===== src/htsl_pkg.sv =====
// ----------------------------------------------------------------------------
// htsl_pkg
// Types and constants shared by the heater thermostat and safety latch.
// ----------------------------------------------------------------------------
package htsl_pkg;

    localparam int TEMP_W   = 12;
    localparam int RETRY_W  = 4;
    localparam int BLINK_W  = 16;
    localparam int MSG_W    = 3;
    localparam int ADDR_W   = 5;
    localparam int DATA_W   = 32;

    // reset values of the configuration registers
    localparam logic [TEMP_W-1:0]  RST_CRITICAL  = 12'd1200;
    localparam logic [TEMP_W-1:0]  RST_STOP      = 12'd800;
    localparam logic [TEMP_W-1:0]  RST_START     = 12'd760;
    localparam logic [TEMP_W-1:0]  RST_NOT_READY = 12'd600;
    localparam logic [RETRY_W-1:0] RST_RETRY     = 4'd5;
    localparam logic [BLINK_W-1:0] RST_BLINK     = 16'd1000;

    localparam logic [RETRY_W-1:0] MISSING_MAX   = 4'hF;

    typedef enum logic [1:0] {
        ACT_TICK  = 2'd0,
        ACT_BLOCK = 2'd1,
        ACT_CASE  = 2'd2
    } t_action;

    typedef enum logic [MSG_W-1:0] {
        MSG_NONE     = 3'd0,
        MSG_HEATING  = 3'd1,
        MSG_READY    = 3'd2,
        MSG_OVERHEAT = 3'd3,
        MSG_PROBE    = 3'd4,
        MSG_CASE     = 3'd5
    } t_msg;

    typedef enum logic [2:0] {
        REG_CRITICAL  = 3'd0,
        REG_STOP      = 3'd1,
        REG_START     = 3'd2,
        REG_NOT_READY = 3'd3,
        REG_RETRY     = 3'd4,
        REG_BLINK     = 3'd5
    } t_reg_idx;

    typedef struct packed {
        logic             heater_on;
        logic             status_red;
        logic             error_light;
        logic             halted;
        logic [MSG_W-1:0] message;
    } t_result;

endpackage


===== src/heater_thermostat_safety_latch.sv =====
// ----------------------------------------------------------------------------
// heater_thermostat_safety_latch
// Bang-bang heater control with hysteresis and a latched overtemp/sensor/case halt.
// ----------------------------------------------------------------------------
//  channel   handshake              payload
//  input     i_valid / o_stall      i_action, i_block_temp, i_block_fault,
//                                   i_case_missing
//  output    o_valid / i_stall      o_heater_on, o_status_red, o_error_light,
//                                   o_halted, o_message
//  config    psel/penable/pwrite    paddr, pwdata, prdata, pready (always 1)
//
//  one request per cycle while o_stall is low: the state update is a single pass of
//  compare logic into the state registers, and the result enters a two-entry output
//  queue; the result is visible in the cycle after acceptance when the queue is empty
//  o_stall rises only when both queue entries hold results not yet taken
//  synchronous active-low reset restores the register defaults and clears state
module heater_thermostat_safety_latch (
    input  logic                             i_clk,
    input  logic                             i_rst_n,
    // input channel
    input  logic                             i_valid,
    output logic                             o_stall,
    input  logic [1:0]                       i_action,
    input  logic [htsl_pkg::TEMP_W-1:0]      i_block_temp,
    input  logic                             i_block_fault,
    input  logic                             i_case_missing,
    // output channel
    output logic                             o_valid,
    input  logic                             i_stall,
    output logic                             o_heater_on,
    output logic                             o_status_red,
    output logic                             o_error_light,
    output logic                             o_halted,
    output logic [htsl_pkg::MSG_W-1:0]       o_message,
    // configuration port
    input  logic                             psel,
    input  logic                             penable,
    input  logic                             pwrite,
    input  logic [htsl_pkg::ADDR_W-1:0]      paddr,
    input  logic [htsl_pkg::DATA_W-1:0]      pwdata,
    output logic [htsl_pkg::DATA_W-1:0]      prdata,
    output logic                             pready
);

    // configuration registers
    logic [htsl_pkg::TEMP_W-1:0]  r_critical;
    logic [htsl_pkg::TEMP_W-1:0]  r_stop;
    logic [htsl_pkg::TEMP_W-1:0]  r_start;
    logic [htsl_pkg::TEMP_W-1:0]  r_not_ready;
    logic [htsl_pkg::RETRY_W-1:0] r_retry;
    logic [htsl_pkg::BLINK_W-1:0] r_blink_period;

    // control state
    logic                         r_halt,    n_halt;
    logic                         r_heater,  n_heater;
    logic                         r_status,  n_status;
    logic                         r_error,   n_error;
    logic [htsl_pkg::RETRY_W-1:0] r_missing, n_missing;
    logic [htsl_pkg::BLINK_W-1:0] r_blink,   n_blink;
    logic [htsl_pkg::MSG_W-1:0]   r_msg,     n_msg;

    // output queue
    htsl_pkg::t_result            r_q [2];
    logic                         r_wr_ptr;
    logic                         r_rd_ptr;
    logic [1:0]                   r_count;

    logic                         in_acc;
    logic                         out_acc;
    logic                         cfg_wr;
    logic [2:0]                   reg_idx;
    logic [htsl_pkg::BLINK_W-1:0] blink_inc;
    logic [htsl_pkg::RETRY_W-1:0] missing_inc;
    htsl_pkg::t_result            n_res;

    assign in_acc  = i_valid && !o_stall;
    assign out_acc = o_valid && !i_stall;
    assign cfg_wr  = psel && penable && pwrite && pready;
    assign reg_idx = paddr[htsl_pkg::ADDR_W-1:2];
    assign pready  = 1'b1;

    assign blink_inc   = r_blink + 16'd1;
    assign missing_inc = r_missing + 4'd1;

    // ---------------- configuration ----------------
    always_ff @(posedge i_clk) begin
        if (!i_rst_n) begin
            r_critical     <= htsl_pkg::RST_CRITICAL;
            r_stop         <= htsl_pkg::RST_STOP;
            r_start        <= htsl_pkg::RST_START;
            r_not_ready    <= htsl_pkg::RST_NOT_READY;
            r_retry        <= htsl_pkg::RST_RETRY;
            r_blink_period <= htsl_pkg::RST_BLINK;
        end else if (cfg_wr && paddr[1:0] == 2'b00) begin
            unique case (reg_idx)
                htsl_pkg::REG_CRITICAL:  r_critical     <= pwdata[htsl_pkg::TEMP_W-1:0];
                htsl_pkg::REG_STOP:      r_stop         <= pwdata[htsl_pkg::TEMP_W-1:0];
                htsl_pkg::REG_START:     r_start        <= pwdata[htsl_pkg::TEMP_W-1:0];
                htsl_pkg::REG_NOT_READY: r_not_ready    <= pwdata[htsl_pkg::TEMP_W-1:0];
                htsl_pkg::REG_RETRY:     r_retry        <= pwdata[htsl_pkg::RETRY_W-1:0];
                htsl_pkg::REG_BLINK:     r_blink_period <= pwdata[htsl_pkg::BLINK_W-1:0];
                default: ;
            endcase
        end
    end

    always_comb begin
        prdata = '0;
        if (paddr[1:0] == 2'b00) begin
            unique case (reg_idx)
                htsl_pkg::REG_CRITICAL:  prdata = {20'd0, r_critical};
                htsl_pkg::REG_STOP:      prdata = {20'd0, r_stop};
                htsl_pkg::REG_START:     prdata = {20'd0, r_start};
                htsl_pkg::REG_NOT_READY: prdata = {20'd0, r_not_ready};
                htsl_pkg::REG_RETRY:     prdata = {28'd0, r_retry};
                htsl_pkg::REG_BLINK:     prdata = {16'd0, r_blink_period};
                default:                 prdata = '0;
            endcase
        end
    end

    // ---------------- event handling ----------------
    always_comb begin
        n_halt    = r_halt;
        n_heater  = r_heater;
        n_status  = r_status;
        n_error   = r_error;
        n_missing = r_missing;
        n_blink   = r_blink;
        n_msg     = r_msg;
        if (in_acc) begin
            unique case (i_action)
                htsl_pkg::ACT_TICK: begin
                    if (r_halt) begin
                        if (blink_inc >= r_blink_period) begin
                            n_error = !r_error;
                            n_blink = '0;
                        end else begin
                            n_blink = blink_inc;
                        end
                    end
                end
                htsl_pkg::ACT_BLOCK: begin
                    if (i_block_fault) begin
                        n_halt   = 1'b1;
                        n_status = 1'b1;
                        n_msg    = htsl_pkg::MSG_PROBE;
                    end else if (!r_halt) begin
                        if (i_block_temp >= r_critical) begin
                            n_halt   = 1'b1;
                            n_status = 1'b1;
                            n_msg    = htsl_pkg::MSG_OVERHEAT;
                        end else begin
                            if (i_block_temp >= r_stop) begin
                                n_heater = 1'b0;
                                n_status = 1'b0;
                                n_msg    = htsl_pkg::MSG_READY;
                            end else if (i_block_temp <= r_start) begin
                                n_heater = 1'b1;
                                n_msg    = htsl_pkg::MSG_HEATING;
                            end
                            if (i_block_temp < r_not_ready) begin
                                n_status = 1'b1;
                            end
                        end
                    end
                end
                htsl_pkg::ACT_CASE: begin
                    if (i_case_missing) begin
                        // count saturates and stops triggering at full scale
                        if (r_missing != htsl_pkg::MISSING_MAX) begin
                            n_missing = missing_inc;
                            if (missing_inc == r_retry) begin
                                n_halt   = 1'b1;
                                n_status = 1'b1;
                                n_msg    = htsl_pkg::MSG_CASE;
                            end
                        end
                    end else begin
                        n_missing = '0;
                    end
                end
                default: ;
            endcase
        end
        if (n_halt) begin
            n_heater = 1'b0;
        end
    end

    always_comb begin
        n_res.heater_on   = n_heater;
        n_res.status_red  = n_status;
        n_res.error_light = n_error;
        n_res.halted      = n_halt;
        n_res.message     = n_msg;
    end

    always_ff @(posedge i_clk) begin
        if (!i_rst_n) begin
            r_halt    <= 1'b0;
            r_heater  <= 1'b0;
            r_status  <= 1'b1;
            r_error   <= 1'b0;
            r_missing <= '0;
            r_blink   <= '0;
            r_msg     <= htsl_pkg::MSG_NONE;
        end else begin
            r_halt    <= n_halt;
            r_heater  <= n_heater;
            r_status  <= n_status;
            r_error   <= n_error;
            r_missing <= n_missing;
            r_blink   <= n_blink;
            r_msg     <= n_msg;
        end
    end

    // ---------------- output queue ----------------
    always_ff @(posedge i_clk) begin
        if (in_acc) begin
            r_q[r_wr_ptr] <= n_res;
        end
    end

    always_ff @(posedge i_clk) begin
        if (!i_rst_n) begin
            r_wr_ptr <= 1'b0;
            r_rd_ptr <= 1'b0;
            r_count  <= 2'd0;
        end else begin
            if (in_acc) begin
                r_wr_ptr <= !r_wr_ptr;
            end
            if (out_acc) begin
                r_rd_ptr <= !r_rd_ptr;
            end
            if (in_acc && !out_acc) begin
                r_count <= r_count + 2'd1;
            end else if (!in_acc && out_acc) begin
                r_count <= r_count - 2'd1;
            end
        end
    end

    assign o_valid       = (r_count != 2'd0);
    assign o_stall       = (r_count == 2'd2);
    assign o_heater_on   = r_q[r_rd_ptr].heater_on;
    assign o_status_red  = r_q[r_rd_ptr].status_red;
    assign o_error_light = r_q[r_rd_ptr].error_light;
    assign o_halted      = r_q[r_rd_ptr].halted;
    assign o_message     = r_q[r_rd_ptr].message;

endmodule


===== config.mk =====
export PLATFORM = sky130hd
export DESIGN_NAME = heater_thermostat_safety_latch
export DESIGN_NICKNAME = d
export VERILOG_FILES = /design/src/htsl_pkg.sv /design/src/heater_thermostat_safety_latch.sv
export SDC_FILE = /design/constraint.sdc
export NUM_CORES = 1
export LEC_CHECK = 0
export BUFFER_PORTS_ARGS = -buffer_cell sky130_fd_sc_hd__buf_2
export CORE_MARGIN = 1
export CORE_UTILIZATION = 58
export DETAILED_ROUTE_END_ITERATION = 6
export PLACE_DENSITY = 0.85
export SYNTH_ARGS = -nofsm -noshare
export SYNTH_HDL_FRONTEND = slang
export SYNTH_SLANG_ARGS = --single-unit

===== constraint.sdc =====
create_clock -name i_clk -period 4.1 [get_ports i_clk]
set_clock_uncertainty 0.15 [all_clocks]
set_input_delay 0.82 -clock i_clk [delete_from_list [all_inputs] [get_ports i_clk]]
set_output_delay 0.82 -clock i_clk [all_outputs]
set_load 0.01 [all_outputs]

After elaboration in Yosys (flattened, before gate mapping)
Memory sizes are Yosys's and may differ from the RTL's. A register that Yosys moved wholly into a read port is not among the register bits.
Index checks and enable logic that the tools add are counted.
- bits in registers: 99
- bits in latches: 0
- bits in writable memories: 14
- bits in read-only memories: 0
- bits of input ports: 60
- output and inout port bits: 42
- word-level logic and storage cells: 115
- memories kept: 1
- add/sub/neg operators: 4
- $mul: 0
- divide/modulo/power cells: 0
- magnitude comparators: 5
- eq/ne operators: 11
- shift-type cells: 0
- multiplexer cells: 51
- bitwise operators: 0
- reduce and logical (&&, ||, !) cells: 27
- memories (memory ; depth ; width ; rd ports ; clocked after Yosys merged registers in ; write ports ; line ; source):
    r_q ; 2 ; 7 ; 1 ; 1 ; 1 ; heater_thermostat_safety_latch.sv:63 ; htsl_pkg::t_result r_q [2];
- operator list (operator ; count):
    one-hot mux 16 bit (6 select lines) ; 1
    two-way mux 1 bit ; 32
    two-way mux 16 bit ; 2
    two-way mux 3 bit ; 9
    >= comparator 12 bit ; 2
    adder 16 x 1 -> 16 bit, second input constant ; 1
    >= comparator 16 bit ; 1
    less-or-equal comparator 12 bit ; 1
    < comparator 12 bit ; 1
    AND reduction 2 bit ; 6
    two-way mux 4 bit ; 2
    logical AND 1 bit ; 7
    zero test 1 bit ; 7
    == test 3 x 2 -> 1 bit, second input constant ; 2
    == test 3 bit, second input constant ; 2
    one-hot mux 3 bit (2 select lines) ; 1
    AND reduction 3 bit ; 2
    adder 4 x 1 -> 4 bit, second input constant ; 1
    == test 2 bit, second input constant ; 2
    == test 4 bit ; 1
    zero test 2 bit ; 2
    two-way mux 2 bit ; 2
    != test 4 bit, second input constant ; 1
    one-hot mux 1 bit (2 select lines) ; 2
    other kinds (7) ; 8

Longest topological paths before layout
- word-level depth: 9
- mapped depth: 13
- mapped depth without buffers: 13

Least setup slack after synthesis
OpenSTA, ideal clock, no wires.
- path kind: register -> register
- start: register r_blink[6] (netlist bit)
- end: memory r_q[0][4] (netlist bit), data pin
- library setup time: 0.278 ns
- data arrival time: 2.705 ns
- data required time: 3.672 ns
- slack: 0.966 ns
- stages on the path, launching flop included: 14
- path buffers: 1
- clock period less this slack: 3.134 ns
- path through: dfxtp_1 > clkbuf_1 > and3_1 > and2_1 > nand4_1 > or3_1 > nand2_1 > ha_1 > a21oi_1 > o21a_1 > nand3_1 > a21oi_1 > nor3_1 > xor2_1
- word-level cells in the longest chain between the ends: 6
- RTL lines (item ; line ; source):
    start: declaration ; heater_thermostat_safety_latch.sv:59 ; logic [htsl_pkg::BLINK_W-1:0] r_blink, n_blink;
    start signal: assignment ; heater_thermostat_safety_latch.sv:214 ; r_blink <= n_blink;
    adder 16 x 1 -> 16 bit ; heater_thermostat_safety_latch.sv:82 ; assign blink_inc = r_blink + 16'd1;
    >= comparator 16 bit ; heater_thermostat_safety_latch.sv:135 ; if (blink_inc >= r_blink_period) begin
    two-way mux 1 bit ; heater_thermostat_safety_latch.sv:135 ;
    two-way mux 1 bit ; heater_thermostat_safety_latch.sv:134 ; if (r_halt) begin
    two-way mux 1 bit ; heater_thermostat_safety_latch.sv:132 ; unique case (i_action)
    two-way mux 1 bit ; heater_thermostat_safety_latch.sv:131 ; if (in_acc) begin
    named net n_error ; heater_thermostat_safety_latch.sv:57 ; logic r_error, n_error;
    end: declaration ; heater_thermostat_safety_latch.sv:63 ;
The timed path passes the listed nets, and every way through them passes these cells.

Worst setup path after layout
- start: register r_blink[6] (netlist bit)
- end: register r_blink[11] (netlist bit)
- word-level cells in the longest chain between the ends: 3
- RTL lines (item ; line):
    adder 16 x 1 -> 16 bit * ; heater_thermostat_safety_latch.sv:82
    >= comparator 16 bit ; heater_thermostat_safety_latch.sv:135
    two-way mux 16 bit * ; heater_thermostat_safety_latch.sv:135
Mark *: on every way between the ends. The rest lies on a longest branch, timed or not.
A chain may end at the register's enable or synchronous reset.

==> metrics.txt <==
# Post-CTS Setup Buffers 0; EDFF count, synth 14; combinational family with the most area after synthesis simple AND/OR/NAND/NOR gates; Power per Cell Area 399 mW/mm^2; post-synthesis adder-cell area fraction 12.1%; share of cells above drive strength 1 15.3%; FFs w/ async S/R, synth 0%; Initial Utilization 59.6%; clk_lat worst skew 0.43 ns; worst-path cell chain and3_1 -> and2_1 -> nand4_1 -> or3_1 -> nand2_1 -> ha_1 -> a21oi_1 -> o21a_1 -> nor2b_1 -> o21ai_1 -> o211ai_1; hold crit path type reg -> reg; HP Start r_blink_period[15]; post-synth cell types 59; Longest Clk Path Bufs 2; mux contribution to synthesized area 9.94%; slowest CP cell dfxtp_1; WL per Instance 17.2 um; Slew @ Worst Pin 0.688 ns; Cells after Synth 840; commonest non-fill, non-tap cells in the layout nand2_1 (113), dfxtp_1 (100), inv_1 (69), ha_1 (69), buf_2 (68); die area 0.0128 mm^2; Buffers on Ports 68; minimum clock period after layout 3.64 ns; worst setup path class reg -> reg; worst reg2reg startpoint r_blink[6]; Setup violations, final 0; Post-Syn Area per Cell 8.52 um^2; Hold-fix buffers, CTS 0; DRC 0; WP data arrival 3.83 ns; max-slew violations 0; max incr delay on CP 0.46 ns; origin of the worst setup path r_blink[6]; CTS tree done; Vias/cell 5.99; via count 6,348; largest net degree at the start of global routing 58; vias in the first global route 6,114; die height 113 um; CP delay by family, top simple AND/OR/NAND/NOR gates; 1st-iter DRT viols 500; Yosys warnings 0; Horiz. Die Dim 113 um; nature of the critical path endpoint flip-flop; dominant synthesized flop cell dfxtp_1; Max-Cap Viols 0; Max H-tree Level 4; Final Hold Fails 0; final instance area 0.00820 mm^2; row cnt 40; Seq cells post-synth 114; Max VDD drop 0.327 mV; P&R area growth vs syn 14.5%; LEAKAGE 3.72 nW; Sink Count 114; Rel. slew slack 54.1%; max frequency 275 MHz; Boundary Pins 102; drt total wl 18.2 mm; DP Area 0.00754 mm^2; Startpoint Class flip-flop; WP buf/inv 0; first-pass GRT wire length 29.2 mm; Worst-path clk slew 0.06 ns; Synth top area share 28.0%; compound-cell area share of the yosys netlist 15.6%; nets@finish 1,029; global route overflow 0; GRT Util Overall 29.2%; post-synthesis simple-gate area fraction 18.8%; commonest non-fill, non-tap cell in the layout nand2_1; post-synthesis xor/xnor area fraction 2.08%; TritonCTS Buffers 17; Crit path required time 4.29 ns; Core Region 0.0120 mm^2; status finished, final reports clean; ranking of synthesized cells by area dfxtp_1 (28%), ha_1 (12%), mux2i_1 (6.0%); period utilization 88.7%; DR pass1 iterations 7; RSZ-0062 raised after global routing false; Setup Total Neg Slack 0 ns; Synth area leader dfxtp_1; antenna fix cells 0; worst-path fanout max 9; Placer Congestion 0.875; clk root buf clkbuf_16; register area share after synthesis 33.8%; post-route ant nets 0; synthesized cell area 0.00716 mm^2; post-DP HPWL 12.4 mm; post_cts resized 0; initial antenna violation count 0
## worst register-to-register path, stage by stage (launching register included)
cell and delay [ns]:
dfxtp_1 0.46, and3_1 0.24, and2_1 0.18, nand4_1 0.32, or3_1 0.46, nand2_1 0.10
ha_1 0.25, a21oi_1 0.15, o21a_1 0.21, nor2b_1 0.46, o21ai_1 0.31, o211ai_1 0.25
## path summary, 6_finish.rpt
path / endpoint / depth (start not counted) / slack (ns)
min: r_blink_period[15] / 2 / 0.31
min reg2reg: r_blink_period[15] / 2 / 0.31
max: r_blink[11] / 11 / 0.46
max reg2reg: r_blink[11] / 11 / 0.46
## area by class of cell
| class | count | area [um^2] |
|---|---|---|
| Fill cell | 928 | 3810 |
| Clock buffer | 17 | 425 |
| Multi-Input combinational cell | 618 | 4250 |
| Timing Repair Buffer | 79 | 423 |
| Tap cell | 147 | 184 |
| Clock inverter | 15 | 230 |
| Sequential cell | 114 | 2420 |
| Inverter | 70 | 263 |
## where the power goes
group	internal, mW	total, mW	leakage, nW	switching, mW
clock network	1.08	1.65	0.311	0.568
logic	0.167	0.408	2.47	0.242
registers	1.18	1.21	0.941	0.0310
## routing by layer
metal	wire length [um]	global-route usage, %	vias to the layer above
li1	-	-	3050
met1	7560	34.5	2951
met2	8730	50.0	281
met3	1290	7.02	66
met4	607	13.9	0
met5	0	0	-
## state kept, by name, summed over array words and instances, names as in the netlist, named ones only
signal and count:
r_heater 1, r_count 2, r_error 1, r_start 12, r_halt 1, r_blink 16
r_wr_ptr 1, r_blink_period 16, r_rd_ptr 1, r_stop 12, r_critical 12, r_missing 4
r_q 14, r_msg 3, r_not_ready 12, r_retry 4, r_status 1
## cells by family after synthesis
family                     after synthesis
AOI/OAI and AO/OA                      170
xor gates and xnor gates                17
adders and majority gates               69
buffers and inverters                  123
DFF                                    114
muxes                                   60
other                                    2
and+or+nand+nor                        285
## stage by stage
stage	utilization, %	cells	hold slack, ns	power [mW]	worst slack [ns]
2_1_floorplan	-	855	0.286	1.51	0.966
3_3_place_gp	62.8	1028	0.295	1.62	0.715
3_5_place_dp	62.8	1028	0.296	1.64	0.625
4_1_cts	68.3	1060	0.304	3.28	0.538
5_1_grt	68.3	1060	0.319	3.38	0.163
6_report	68.3	1060	0.306	3.27	0.465
## Yosys cell counts, drive strengths merged (5+ instances only)
| library cell | count |
|---|---|
| nand4 | 12 |
| and3 | 8 |
| nand3 | 35 |
| mux2 | 9 |
| ha | 69 |
| xor2 | 10 |
| and2 | 6 |
| or2 | 6 |
| o211ai | 27 |
| inv | 70 |
| a21o | 8 |
| mux4 | 8 |
| nor2 | 54 |
| a21oi | 55 |
| nand2 | 113 |
| nand2b | 16 |
| edfxtp | 14 |
| o21ai | 30 |
| nor2b | 10 |
| a211oi | 8 |
| nor3 | 11 |
| dfxtp | 100 |
| xnor2 | 7 |
| o21a | 6 |
| mux2i | 43 |
| or3 | 5 |
| clkbuf | 19 |
| a22oi | 8 |
| buf | 34 |
(Power assumes the default switching activity.)
